`config.mk`:
```
export PLATFORM = sky130hd
export DESIGN_NAME = etl_ctrl
export DESIGN_NICKNAME = d
export VERILOG_FILES = /design/src/design/etl_pkg.sv /design/src/design/etl_ctrl.sv
export SDC_FILE = /design/constraint.sdc
export NUM_CORES = 1
export LEC_CHECK = 0
export BUFFER_PORTS_ARGS = -buffer_cell sky130_fd_sc_hd__buf_2
export CORE_MARGIN = 2
export CORE_UTILIZATION = 43
export CTS_BUF_LIST = sky130_fd_sc_hd__clkbuf_16
export DETAILED_ROUTE_END_ITERATION = 7
export PLACE_DENSITY = 0.83
export SLEW_MARGIN = 25
export SYNTH_ARGS = -nofsm -noshare
export SYNTH_HDL_FRONTEND = slang
export SYNTH_SLANG_ARGS = --single-unit
```
`constraint.sdc`:
```
create_clock -name clk -period 2.2 [get_ports clk]
set_input_delay 0.33 -clock clk [delete_from_list [all_inputs] [get_ports clk]]
set_output_delay 0.33 -clock clk [all_outputs]
set_load 0.02 [all_outputs]
```
`src/design/etl_pkg.sv`:
```
// Package for the embedding tile locator: sizes, status codes and the
// controller/datapath command and status structs. No dependencies.
`timescale 1ns / 1ps
package etl_pkg;

  localparam int MAX_DIMENSIONS = 4096;
  localparam int IDX_W  = $clog2(MAX_DIMENSIONS);
  localparam int CNT_W  = IDX_W + 1;
  localparam int LIDX_W = 12;   // logical_index / physical_index field width
  localparam int DC_W   = 13;   // dimension_count register width
  localparam int REP_W  = 2;
  localparam int BLK_W  = 4;
  localparam int CFG_IDX_W = 2;
  localparam int CFG_DATA_W = 13;
  localparam int ST_W   = 3;
  localparam int VAL_W  = 9;    // values per tile, up to 288
  localparam int DIVD_W = 13;   // divider dividend width
  localparam int TBL_W  = LIDX_W + 1;  // written flag and physical index

  localparam logic [CFG_IDX_W-1:0] REG_REP = 2'd0;
  localparam logic [CFG_IDX_W-1:0] REG_BW  = 2'd1;
  localparam logic [CFG_IDX_W-1:0] REG_BH  = 2'd2;
  localparam logic [CFG_IDX_W-1:0] REG_DC  = 2'd3;

  localparam logic [REP_W-1:0] REP_E1 = 2'd1;
  localparam logic [REP_W-1:0] REP_E2 = 2'd2;

  localparam logic OP_WRITE = 1'b0;

  typedef enum logic [ST_W-1:0] {
    ST_OK         = 3'd0,
    ST_NO_DIMS    = 3'd1,
    ST_BAD_PROF   = 3'd2,
    ST_INCOMPLETE = 3'd3,
    ST_NOT_BIJ    = 3'd4,
    ST_RANGE      = 3'd5
  } status_t;

  typedef struct packed {
    logic    clr_wr;
    logic    cnt_clr;
    logic    cnt_inc;
    logic    tbl_wr;
    logic    item_load;
    logic    tbl_rd_cnt;
    logic    tbl_rd_q;
    logic    seen_rd;
    logic    seen_clr;
    logic    seen_set;
    logic    bij_clr;
    logic    bij_set;
    logic    div_tc;
    logic    div_q;
    logic    cache_set;
    status_t cache_code;
    logic    tc_load;
    logic    out_load;
    logic    out_query;
    status_t out_status;
  } cmd_t;

  typedef struct packed {
    logic    cache_valid;
    status_t cached_status;
    status_t pre_status;
    logic    cnt_full;
    logic    cnt_at_end;
    logic    unwritten;
    logic    p_bad;
    logic    seen_hit;
    logic    bij_fail;
    logic    div_done;
    logic    div_busy;
    logic    out_free;
    logic    q_oor;
  } sts_t;

endpackage

```
`src/design/etl_ctrl.sv`:
```
// Controller FSM: table clear after reset, layout validation walk,
// query sequencing and result hand-off. Depends on etl_pkg.
`timescale 1ns / 1ps
module etl_ctrl import etl_pkg::*; (
  input  logic clk,
  input  logic rst_n,
  input  logic in_valid,
  input  logic in_opcode,
  output logic in_ready,
  input  sts_t sts,
  output cmd_t cmd
);
  typedef enum logic [3:0] {
    S_CLR, S_IDLE, S_WR_FIN, S_V_PRE, S_V_SCLR, S_V_RD, S_V_T, S_V_S,
    S_V_END, S_V_TC, S_Q_CHK, S_Q_RD, S_Q_DIV, S_Q_FIN
  } state_t;

  state_t state_r, state_nxt;

  always_ff @(posedge clk) begin
    if (!rst_n) begin
      state_r <= S_CLR;
    end else begin
      state_r <= state_nxt;
    end
  end

  assign in_ready = (state_r == S_IDLE);

  always_comb begin
    cmd = '0;
    cmd.cache_code = ST_OK;
    cmd.out_status = ST_OK;
    state_nxt = state_r;
    unique case (state_r)
      S_CLR: begin
        cmd.clr_wr = 1'b1;
        cmd.cnt_inc = 1'b1;
        if (sts.cnt_full) begin
          cmd.cnt_clr = 1'b1;
          state_nxt = S_IDLE;
        end
      end
      S_IDLE: begin
        if (in_valid) begin
          cmd.item_load = 1'b1;
          if (in_opcode == OP_WRITE) begin
            cmd.tbl_wr = 1'b1;
            state_nxt = S_WR_FIN;
          end else if (sts.cache_valid) begin
            state_nxt = S_Q_CHK;
          end else begin
            state_nxt = S_V_PRE;
          end
        end
      end
      S_WR_FIN: begin
        if (sts.out_free) begin
          cmd.out_load = 1'b1;
          state_nxt = S_IDLE;
        end
      end
      S_V_PRE: begin
        cmd.cnt_clr = 1'b1;
        cmd.bij_clr = 1'b1;
        if (sts.pre_status != ST_OK) begin
          cmd.cache_set = 1'b1;
          cmd.cache_code = sts.pre_status;
          state_nxt = S_Q_CHK;
        end else begin
          state_nxt = S_V_SCLR;
        end
      end
      S_V_SCLR: begin
        cmd.seen_clr = 1'b1;
        cmd.cnt_inc = 1'b1;
        if (sts.cnt_full) begin
          cmd.cnt_clr = 1'b1;
          state_nxt = S_V_RD;
        end
      end
      S_V_RD: begin
        cmd.tbl_rd_cnt = 1'b1;
        state_nxt = S_V_T;
      end
      S_V_T: begin
        if (sts.unwritten) begin
          cmd.cache_set = 1'b1;
          cmd.cache_code = ST_INCOMPLETE;
          state_nxt = S_Q_CHK;
        end else if (sts.p_bad) begin
          cmd.bij_set = 1'b1;
          cmd.cnt_inc = 1'b1;
          state_nxt = sts.cnt_at_end ? S_V_END : S_V_RD;
        end else begin
          cmd.seen_rd = 1'b1;
          state_nxt = S_V_S;
        end
      end
      S_V_S: begin
        if (sts.seen_hit) begin
          cmd.bij_set = 1'b1;
        end else begin
          cmd.seen_set = 1'b1;
        end
        cmd.cnt_inc = 1'b1;
        state_nxt = sts.cnt_at_end ? S_V_END : S_V_RD;
      end
      S_V_END: begin
        if (sts.bij_fail) begin
          cmd.cache_set = 1'b1;
          cmd.cache_code = ST_NOT_BIJ;
          state_nxt = S_Q_CHK;
        end else begin
          cmd.div_tc = 1'b1;
          state_nxt = S_V_TC;
        end
      end
      S_V_TC: begin
        if (sts.div_done) begin
          cmd.cache_set = 1'b1;
          cmd.cache_code = ST_OK;
          cmd.tc_load = 1'b1;
          state_nxt = S_Q_CHK;
        end
      end
      S_Q_CHK: begin
        if (sts.cached_status != ST_OK) begin
          if (sts.out_free) begin
            cmd.out_load = 1'b1;
            cmd.out_status = sts.cached_status;
            state_nxt = S_IDLE;
          end
        end else if (sts.q_oor) begin
          if (sts.out_free) begin
            cmd.out_load = 1'b1;
            cmd.out_status = ST_RANGE;
            state_nxt = S_IDLE;
          end
        end else begin
          cmd.tbl_rd_q = 1'b1;
          state_nxt = S_Q_RD;
        end
      end
      S_Q_RD: begin
        cmd.div_q = 1'b1;
        state_nxt = S_Q_DIV;
      end
      S_Q_DIV: begin
        if (sts.div_done) begin
          state_nxt = S_Q_FIN;
        end
      end
      S_Q_FIN: begin
        if (sts.out_free) begin
          cmd.out_load = 1'b1;
          cmd.out_query = 1'b1;
          state_nxt = S_IDLE;
        end
      end
      default: state_nxt = S_IDLE;
    endcase
  end

  a_out_free: assert property (@(posedge clk) disable iff (!rst_n)
    cmd.out_load |-> sts.out_free) else $error("result overwritten");
  a_div_idle: assert property (@(posedge clk) disable iff (!rst_n)
    (cmd.div_tc || cmd.div_q) |-> !sts.div_busy) else $error("divider restarted");
  a_cache_code: assert property (@(posedge clk) disable iff (!rst_n)
    cmd.cache_set |-> cmd.cache_code != ST_RANGE) else $error("bad cached status");
  a_ok_has_tc: assert property (@(posedge clk) disable iff (!rst_n)
    (cmd.cache_set && cmd.cache_code == ST_OK) |-> cmd.tc_load)
    else $error("ok cached without tile count");
endmodule

```
# Word level (Yosys, flattened, before mapping)
# Index checks and enable logic that the tools add are counted.
dict set report op_classes {
  shift 0
  n_div 0
  addsub 0
  magnitude_cmp 0
  n_eq_ne 18
  multipliers 0
  bitwise_logic 0
  muxes 58
  reduce_logical 7
}
# operator n
set op_table {}
lappend op_table {{two-way mux 4 bit} 17}
lappend op_table {{one-hot mux 4 bit (13 select lines)} 1}
lappend op_table {{two-way mux 1 bit} 25}
lappend op_table {{equality test 4 bit, second input constant} 6}
lappend op_table {{equality test 4 x 3 -> 1 bit, second input constant} 4}
lappend op_table {{one-hot mux 4 bit (4 select lines)} 1}
lappend op_table {{two-way mux 3 bit} 5}
lappend op_table {{!= test 2 bit, second input constant} 5}
lappend op_table {{equality test 4 x 2 -> 1 bit, second input constant} 2}
lappend op_table {{two-way mux 2 bit} 4}
lappend op_table {{one-hot mux 1 bit (2 select lines)} 3}
lappend op_table {{nonzero test 3 bit} 2}
lappend op_table {{two-way mux 5 bit} 1}
lappend op_table {{AND reduction 5 bit} 1}
lappend op_table {{equality test 4 x 1 -> 1 bit, second input constant} 1}
lappend op_table {{logical NOT 4 bit} 1}
lappend op_table {{OR reduction 2 bit} 2}
lappend op_table {{one-hot mux 1 bit (3 select lines)} 1}
lappend op_table {{OR reduction 3 bit} 1}
dict set report totals {
  latchBits 0
  output_inout_bits 25
  register_bits 4
  mem_bits_ro 0
  input_bits 21
  ramBits 0
  wordCells 84
  n_memories 0
}

# Depth between registers and ports, before layout
# Gate-level depths: netlist (run 1).
dict set report logic_depth {
  depth_word 4
  depth_mapped 6
  mapped_depth_nobuf 4
}

# Least setup slack after synthesis (run 1)
# No wires, ideal clock.
dict set report synth_timing {
  path_kind {register -> output}
  from {register state_r[1]}
  to {output port cmd[9] in the netlist's numbering}
  path_stages_with_launch 5
  path_slack_ps 248
  t_required_ps 1870
  path_buffers 1
  arrival_time_ps 1622
  cell_sequence {dfxtp_1 > clkbuf_1 > nand2_1 > nor3_1 > a221o_1}
}
# item line
set synth_lines {}
lappend synth_lines {{start, declared} etl_ctrl.sv:18} ;# state_t state_r, state_nxt;
lappend synth_lines {{start signal, assigned} etl_ctrl.sv:24} ;# state_r <= state_nxt;
lappend synth_lines {{end, declared} etl_ctrl.sv:11} ;# output cmd_t cmd

==> results of run 1 <==
cell usage after synthesis (2+ instances only):
cell type  count  area, um^2
a22oi_1        2       15.01
o21bai_1       2       15.01
and4_1         2       17.52
and3_1         4       25.02
nor2_1        15       56.30
o221ai_1       2       17.52
nor2b_1        6       37.54
a21o_1         2       15.01
o22ai_1        2       12.51
a32o_1         2       20.02
o21a_1         4       30.03
a21oi_1        8       40.04
nor3_1         6       30.03
nand2b_1       6       37.54
inv_1          5       18.77
or3_1          2       12.51
and2_1         2       12.51
nand4_1        2       12.51
dfxtp_1        4       80.08
buf_2          5       25.02
clkbuf_1       4       15.01
nor4_1         5       31.28
nand2_1        7       26.28
nand3_1        2       10.01
a311oi_1       2       17.52
logic make-up after synthesis:
kind of cell	after synthesis
AND/OR/NAND/NOR	63
AO/OA/AOI/OAI	39
buffers and inverters	15
flip-flops	4
XOR/XNOR	1
multiplexers	1
worst max-delay path: cells and delay by family, from the launching register on:
| family | cells | cell delay, ns |
|---|---|---|
| flops | 1 | 0.58 |
| buf+inv | 1 | 0.16 |
| compound gates | 2 | 0.37 |
| simple gates | 1 | 0.38 |
layer usage:
layer / up-vias / track usage, % / part of all wire [%]
met3: 6 / 4.615 / 7.8
li1: 560 / - / -
met5: - / 0 / 0
met1: 525 / 30.96 / 44
met4: 0 / 0 / 1.5
met2: 66 / 45.75 / 46
timing repair:
| action | in CTS | in global routing |
|---|---|---|
| endpoints found under the setup margin | 0 | 5 |
| gates resized for setup | 0 | 3 |
| hold endpoints to repair | 0 | 0 |
cell type report:
class                           instances  share of cell area [%]
Sequential cell                         4                   7.285
Tap cell                               25                   2.759
Multi-Input combinational cell        104                   58.28
Inverter                                5                   1.656
Clock buffer                            3                   6.623
Timing Repair Buffer                   50                   23.40
metrics by stage:
step | instance area [um^2] | total power, mW | instances
after floorplan | 800.8 | 0.2942 | 123
after global placement | 1054 | 0.3795 | 188
after detailed placement | 1054 | 0.3876 | 188
after CTS | 1129 | 0.6729 | 191
after global routing | 1134 | 0.7134 | 191
final | 1134 | 0.6758 | 191
worst paths after layout:
check	cells past startpoint	start	to	slack [ns]
max	4	state_r[2]	cmd[9]	0.16
min	2	rst_n	state_r[1]	0.37
max reg2reg	5	state_r[0]	state_r[2]	0.46
min reg2reg	2	state_r[2]	state_r[1]	0.84
power groups by stage:
stage / clock [mW] / sequential, mW / combinational (mW)
after floorplan: 0 / 0.0856 / 0.209
after CTS: 0.285 / 0.103 / 0.285
after global routing: 0.291 / 0.107 / 0.315
after detailed placement: 0 / 0.103 / 0.284
final: 0.282 / 0.105 / 0.289
after global placement: 0 / 0.102 / 0.278
==> flow_summary.json, run 1 <==
{
  "n_antenna_cell": 0,
  "pwr-share-comb_pct": 42.7,
  "synth.avg_cell_area_um2": 6.510,
  "globalplace.congestion": 0.9480,
  "hp-class": "primary input to flip-flop",
  "crit_arrival_ns": 1.71,
  "synth_flop_cell": "dfxtp_1",
  "drtAntennaViolNets": 0,
  "drc_errors": 0,
  "core_mm2": 0.001745,
  "synth_top_family_by_area": "simple AND/OR/NAND/NOR gates",
  "seq_area_frac_synth_pct": 10.00,
  "grt_max_degree": 18,
  "setup-violations-final": 0,
  "tritoncts": "built",
  "synth_compound_area_share_pct": 36.87,
  "synth_xor_area_share_pct": 1.094,
  "track_usage_pct": 24.51,
  "finalCritPeriodShare_pct": 92.72,
  "cap_violations": 0,
  "switching_share_pct": 35.86,
  "p_per_area_mw_per_mm2": 596.1,
  "layout-drive-gt1-share_pct": 36.14,
  "regMostFlops": "state_r",
  "yosys_register_bits": 4,
  "timing.final.crit_period_ns": 2.040,
  "p_leak_nw": 0.5718,
  "largestRegisters": "state_r x4",
  "die-area_mm2": 0.002224,
  "startpoint_type": "flip-flop",
  "p_int_mw": 0.4334,
  "start_util_pct": 45.88,
  "critPathMaxStageDelay_ns": 0.58,
  "syn_to_final_growth_pct": 41.56,
  "seq_area_um2": 82.58,
  "status": "finished, final reports clean",
  "p_sw_mw": 0.2423,
  "first_global_vias": 925,
  "dp_hpwl_um": 2135,
  "max_freq_ghz": 0.4902,
  "rows": 15,
  "cpMaxStageDelayCell": "dfxtp_1",
  "hold_viol_final": 0,
  "timing.final.ws_setup_ns": 0.1601,
  "dr.pass1.iters": 5,
  "syn_area_um2": 800.8,
  "numCtsBuffers": 3,
  "synthArstFlopShare_pct": 0,
  "end_kind": "output pin",
  "vias_per_cell": 6.058,
  "root_buffer": "clkbuf_16",
  "finalMaxSlewViolations": 0,
  "rsz0062_at_grt": "false",
  "power_frac_clock_pct": 41.8,
  "die_w_um": 47.16,
  "muxShareOfSynthArea_pct": 1.406,
  "overflow": 0,
  "clock_skew_ns": 0.002320,
  "synth_edf_count": 0,
  "final_common_cell": "buf_2",
  "antenna_found_initial": 0,
  "multi_input_area_um2": 660.6,
  "slew_headroom_pct": 70.62,
  "syn_inst": 123,
  "ir_drop_v": 0.0006772,
  "clkTransAtPathRegs_ns": 0.03,
  "yosysWarnings": 0,
  "htree_levels": 1,
  "post-cts-setup-buffer-count": 0,
  "p_seq_share_pct": 15.5,
  "fin_util_pct": 64.95,
  "io_buffers": 44,
  "clkSinkCount": 4,
  "clkLatencyLatePin_ns": 0.22,
  "final_cell_mix": "buf_2 (44), nor2_1 (15), a21oi_1 (8), nand2_1 (7)",
  "tightest_slew_ns": 0.4401,
  "vias": 1157,
  "fp.dieH_um": 47.16,
  "largest_register_ffs": 4,
  "nFillCells": 172,
  "syn-num-nets": 144,
  "crit_fanout": 14,
  "ios": 46,
  "cts_buffer_depth": 2,
  "required_ns": 1.87,
  "wire_per_inst_um": 14.03,
  "crit_chain": "nor2b_1 > a32o_1 > a221o_1 > buf_2",
  "hold_ws_ns": 0.3723,
  "grt_pass1_wl_um": 3974,
  "synth-adder-area-share_pct": 0,
  "nets": 189,
  "finalSetupTns_ns": 0,
  "path_class": "flip-flop to output pin",
  "synth_simple_gate_area_share_pct": 42.81,
  "cts_hold_buf": 0,
  "drt_iter0_markers": 45,
  "routed_wl_um": 2679,
  "yosys.cell_types.count": 45,
  "pre_cts_ws_ns": 0.2816
}
(Power assumes the default switching activity.)
==> run 2: changes to the inputs <==
--- a/config.mk
+++ b/config.mk
@@ -5,12 +5,13 @@
 export SDC_FILE = /design/constraint.sdc
 export NUM_CORES = 1
 export LEC_CHECK = 0
+export ABC_AREA = 1
 export BUFFER_PORTS_ARGS = -buffer_cell sky130_fd_sc_hd__buf_2
 export CORE_MARGIN = 2
-export CORE_UTILIZATION = 43
+export CORE_UTILIZATION = 41
 export CTS_BUF_LIST = sky130_fd_sc_hd__clkbuf_16
 export DETAILED_ROUTE_END_ITERATION = 7
-export PLACE_DENSITY = 0.83
+export PLACE_DENSITY = 0.82
 export SLEW_MARGIN = 25
 export SYNTH_ARGS = -nofsm -noshare
 export SYNTH_HDL_FRONTEND = slang
==> run 2 against run 1 <==
Global-route usage decreased by 3.1 points. Critical path type unchanged. Final cell count increased by 9.4%. Largest cell class unchanged. Routed wire length decreased by 19%.
==> flow_summary.json, run 2 <==
{
  "fin_cells": 209,
  "yosys.area.top_type": "nand2_1",
  "syn-num-nets": 166,
  "crit_fanout": 6,
  "crit_arrival_ns": 1.59,
  "finalSetupTns_ns": 0,
  "status": "finished, final reports clean",
  "final_common_cell": "buf_2",
  "final_cell_mix": "buf_2 (44), nand2_1 (40), inv_1 (28), nor2_1 (27), nand3_1 (14)",
  "wire_per_inst_um": 10.33,
  "regMostFlops": "state_r",
  "post-cts-setup-buffer-count": 0,
  "dpl.cell_count": 206,
  "clkSinkCount": 4,
  "hold_viol_final": 0,
  "tightest_slew_ns": 0.3442,
  "ios": 46,
  "core_mm2": 0.001670,
  "cts_hold_buf": 0,
  "syn_inst": 145,
  "syn_to_final_growth_pct": 44.46,
  "cap_violations": 0,
  "largest_register_ffs": 4,
  "yosysWarnings": 0,
  "seq_area_frac_synth_pct": 11.25,
  "largestRegisters": "state_r x4",
  "finalMaxSlewViolations": 0,
  "track_usage_pct": 21.41,
  "end_kind": "output pin",
  "cts_resized": 0,
  "tritoncts": "built",
  "grt_pass1_wl_um": 3291,
  "fp.dieH_um": 45.67,
  "p_leak_nw": 0.6998,
  "grt_max_degree": 8,
  "cts_buffer_depth": 2,
  "synth.top_cell.area_share_pct": 21.09,
  "finalCritPeriodShare_pct": 87.12,
  "dp_hpwl_um": 1754,
  "final_cell_area_mm2": 0.001028,
  "yosys.cell_types.count": 18,
  "nets": 215,
  "hold_ws_ns": 0.3716,
  "routed_wl_um": 2160,
  "ir_drop_v": 0.0006312,
  "root_buffer": "clkbuf_16",
  "rsz0062_at_grt": "false",
  "io_buffers": 44,
  "overflow": 0,
  "slew_headroom_pct": 77.03,
  "timing.final.crit_period_ns": 1.917,
  "r2r_slack_ns": 0.71,
  "n_antenna_cell": 0,
  "numCtsBuffers": 3,
  "drt_iter0_markers": 21,
  "yosys_register_bits": 4,
  "clkLatencyLatePin_ns": 0.23,
  "rows": 15,
  "synthTopCellsByCount": "nand2_1 (40), inv_1 (28), nor2_1 (27)",
  "yosys.cell_count.top_type": "nand2_1",
  "hp-class": "primary input to flip-flop",
  "multi_input_area_um2": 511.7,
  "syn_area_um2": 711.9,
  "drc_errors": 0,
  "seq_area_um2": 80.08,
  "globalplace.congestion": 0.8449,
  "setup-violations-final": 0,
  "synth.area.top_cells": "nand2_1 (21%), inv_1 (15%), nor2_1 (14%)",
  "post_dp_cell_area_um2": 953.4,
  "startpoint_type": "flip-flop",
  "vias": 1028,
  "synthArstFlopShare_pct": 0,
  "synth_edf_count": 0,
  "vias_per_cell": 4.919,
  "p_per_area_mw_per_mm2": 934.9,
  "synth_flop_cell": "dfxtp_1",
  "htree_levels": 1,
  "nFillCells": 168,
  "required_ns": 1.87,
  "first_global_vias": 856,
  "synth.avg_cell_area_um2": 4.910,
  "drtAntennaViolNets": 0,
  "total_power_mw": 0.9616,
  "path_class": "flip-flop to output pin",
  "start_util_pct": 42.62,
  "dr.pass1.iters": 4,
  "clkTransAtPathRegs_ns": 0.03,
  "max_freq_ghz": 0.5217,
  "layout-drive-gt1-share_pct": 32.81,
  "die-area_mm2": 0.002086,
  "antenna_found_initial": 0,
  "die_w_um": 45.67,
  "clock_skew_ns": 0.002558
}
[run 2: cell count changes in the layout (fill, tap and decap cells not counted), moves of 5 or more]
cell and change:
nor4_1 -5, a21oi_1 -6, nor2b_1 -5, nor2_1 +12, inv_1 +23, buf_4 -6, o21ai_0 +5, nand2_1 +33
nand3_1 +12, nand2b_1 -6
[run 2: kinds of logic after synthesis]
| group | count (synthesis) | share of synthesized area (%) |
|---|---|---|
| DFF | 4 | 11.25 |
| AOI/OAI and AO/OA | 14 | 11.95 |
| buffers and inverters | 32 | 16.87 |
| and+or+nand+nor | 95 | 59.93 |
[run 2: critical path, stage by stage, from the launching register on]
cell	delay, ns
dfxtp_1	0.48
inv_2	0.12
nor2_4	0.17
nand2_1	0.11
inv_1	0.10
nand2_1	0.11
o21ai_0	0.09
buf_2	0.18
[run 2: final timing paths]
| kind | startpoint | cells after the start | endpoint |
|---|---|---|---|
| setup / recovery | state_r[1] | 7 | cmd[6] |
| hold / removal | rst_n | 3 | state_r[0] |
| setup reg to reg | state_r[1] | 9 | state_r[0] |
| hold reg to reg | state_r[0] | 2 | state_r[0] |
[run 2: per-stage QoR]
stage | util [%] | worst slack, ns
5_1_grt | 61.57 | 0.1932
4_1_cts | 61.57 | 0.3078
3_5_place_dp | 57.08 | 0.5533
2_1_floorplan | - | 0.3979
3_3_place_gp | 57.08 | 0.5843
6_report | 61.57 | 0.2834
[run 2: cell type report]
cell class	count	share of cell area, %
Multi-Input combinational cell	109	49.76
Timing Repair Buffer	44	21.41
Inverter	32	11.68
Sequential cell	4	7.786
Clock buffer	3	7.299
Tap cell	17	2.068
[run 2: where the power goes]
| group | switching, mW | leakage, nW | internal (mW) |
|---|---|---|---|
| sequential | 0.0467 | 0.0327 | 0.0924 |
| clock | 0.0532 | 0.0370 | 0.232 |
| combinational | 0.360 | 0.630 | 0.177 |
[run 2: per-layer routing]
metal  GRT usage (%)  share of wire [%]  wire length, um  up-vias
met4           12.35                2.5               55        0
met5               0                  0                0        -
met2           38.31                 49             1049       49
met3           1.190                7.5              162        6
met1           24.70                 41              893      430
li1                -                  -                -      543
==> run 3: changes to the inputs <==
--- a/config.mk
+++ b/config.mk
@@ -6,7 +6,7 @@
 export NUM_CORES = 1
 export LEC_CHECK = 0
 export ABC_AREA = 1
-export BUFFER_PORTS_ARGS = -buffer_cell sky130_fd_sc_hd__buf_2
+export BUFFER_PORTS_ARGS = -buffer_cell sky130_fd_sc_hd__buf_4
 export CORE_MARGIN = 2
 export CORE_UTILIZATION = 41
 export CTS_BUF_LIST = sky130_fd_sc_hd__clkbuf_16
==> run 3 against run 2 <==
Final cell count is the same. Count of clock-buffer cells in the layout stayed put. Critical path depth is the same. Critical endpoint is now cmd[7]. Largest cell class unchanged.
==> flow_summary.json, run 3 (same netlist as run 2, synthesis figures left out) <==
{
  "tritoncts": "built",
  "regMostFlops": "state_r",
  "overflow": 0,
  "cts_resized": 0,
  "post-cts-setup-buffer-count": 0,
  "path_class": "flip-flop to output pin",
  "die-area_mm2": 0.002086,
  "die_w_um": 45.67,
  "rsz0062_at_grt": "false",
  "io_buffers": 44,
  "setup-violations-final": 0,
  "fin_util_pct": 68.16,
  "tightest_slew_ns": 0.3115,
  "vias": 1042,
  "cpMostUsedCell": "nand2_1",
  "grt_max_degree": 8,
  "largest_register_ffs": 4,
  "core_mm2": 0.001670,
  "grt_pass1_wl_um": 3436,
  "crit_chain": "inv_2 > nor2_4 > nand2_1 > inv_1 > nand2_1 > o21ai_0 > buf_4",
  "globalplace.congestion": 0.8833,
  "first_global_vias": 888,
  "cpMaxStageDelayCell": "dfxtp_1",
  "wire_per_inst_um": 10.61,
  "critPathMaxStageDelay_ns": 0.48,
  "drt_iter0_markers": 39,
  "clkTransAtPathRegs_ns": 0.03,
  "htree_levels": 1,
  "track_usage_pct": 22.10,
  "routed_wl_um": 2217,
  "layout-drive-gt1-share_pct": 32.81,
  "root_buffer": "clkbuf_16",
  "post_dp_cell_area_mm2": 0.001064,
  "antenna_found_initial": 0,
  "cts_buffer_depth": 2,
  "dr.pass1.iters": 4,
  "start_util_pct": 42.62,
  "status": "finished, final reports clean",
  "r2r_start": "state_r[1]",
  "finalSetupTns_ns": 0,
  "total_power_mw": 1.013,
  "max_freq_ghz": 0.5274,
  "cap_violations": 0,
  "slew_headroom_pct": 79.20,
  "rows": 15,
  "vias_per_cell": 4.986,
  "drc_errors": 0,
  "p_per_area_mw_per_mm2": 889.7,
  "ir_drop_v": 0.0005841,
  "nets": 215,
  "fin_cells": 209,
  "crit_arrival_ns": 1.57,
  "timing.final.crit_period_ns": 1.896,
  "dpl.cell_count": 206,
  "clock_skew_ns": 0.002971,
  "p_leak_nw": 0.7172,
  "final_cell_area_mm2": 0.001139,
  "final_common_cell": "buf_4",
  "crit_fanout": 6,
  "final_cell_mix": "buf_4 (44), nand2_1 (40), inv_1 (28), nor2_1 (27), nand3_1 (14)",
  "syn_to_final_growth_pct": 59.93,
  "worstReg2RegEnd": "state_r[0]",
  "dp_hpwl_um": 1836,
  "fp.dieH_um": 45.67,
  "reg2reg_depth": 9,
  "hold_viol_final": 0,
  "startpoint_type": "flip-flop",
  "drtAntennaViolNets": 0,
  "cts_hold_buf": 0,
  "clkSinkCount": 4,
  "numCtsBuffers": 3,
  "whs_endpoint": "state_r[0]",
  "n_antenna_cell": 0,
  "ios": 46,
  "largestRegisters": "state_r x4",
  "clkLatencyLatePin_ns": 0.23,
  "required_ns": 1.87,
  "min-delay-start": "rst_n",
  "finalMaxSlewViolations": 0,
  "end_kind": "output pin",
  "r2r_slack_ns": 0.73,
  "hp-class": "primary input to flip-flop",
  "hold_depth": 3,
  "finalCritPeriodShare_pct": 86.18
}
-- run 3: cell counts in the layout (fill, tap and decap cells not counted) --
No cell type changed its count.
-- run 3: worst max path at each step --
stage | start | to | slack (ns)
floorplan | state_r[0] | cmd[6] | 0.40
finish | state_r[1] | cmd[7] | 0.30
detailed placement | state_r[1] | cmd[7] | 0.57
global placement | state_r[1] | cmd[7] | 0.59
global route | state_r[1] | cmd[7] | 0.19
CTS | state_r[1] | cmd[7] | 0.32
-- run 3: worst max-delay path: cells and delay by family, from the launching register on --
family	cells	cell delay (ns)
and+or+nand+nor	3	0.37
AOI/OAI and AO/OA	1	0.09
DFF	1	0.48
buffers and inverters	3	0.40
-- run 3: where the power goes --
group	leakage, nW	internal [mW]	switching [mW]
combinational	0.648	0.226	0.364
clock	0.0370	0.232	0.0531
sequential	0.0327	0.0924	0.0452
-- run 3: area by class of cell --
cell class              instances  area, um^2
fillers                       160       531.8
multi-input cells             109       511.7
repair buffers                 44       330.3
inverters                      32       120.1
flip-flops and latches          4       80.08
clock buffers                   3       75.07
well taps                      17       21.27
-- run 3: per-stage QoR --
step / setup WS, ns / hold slack (ns)
2_1_floorplan: 0.3979 / 0.4718
5_1_grt: 0.1948 / 0.3912
3_5_place_dp: 0.5681 / 0.6015
6_report: 0.3040 / 0.3676
3_3_place_gp: 0.5936 / 0.5936
4_1_cts: 0.3221 / 0.3676
-- run 3: routing by layer --
layer | wire, um | vias to the layer above | track usage, % | share of wire, %
met2 | 1106 | 41 | 38.03 | 50
li1 | - | 542 | - | -
met5 | 0 | - | 0 | 0
met3 | 128 | 3 | 1.190 | 5.8
met1 | 946 | 456 | 27.92 | 43
met4 | 35 | 0 | 10.00 | 1.6
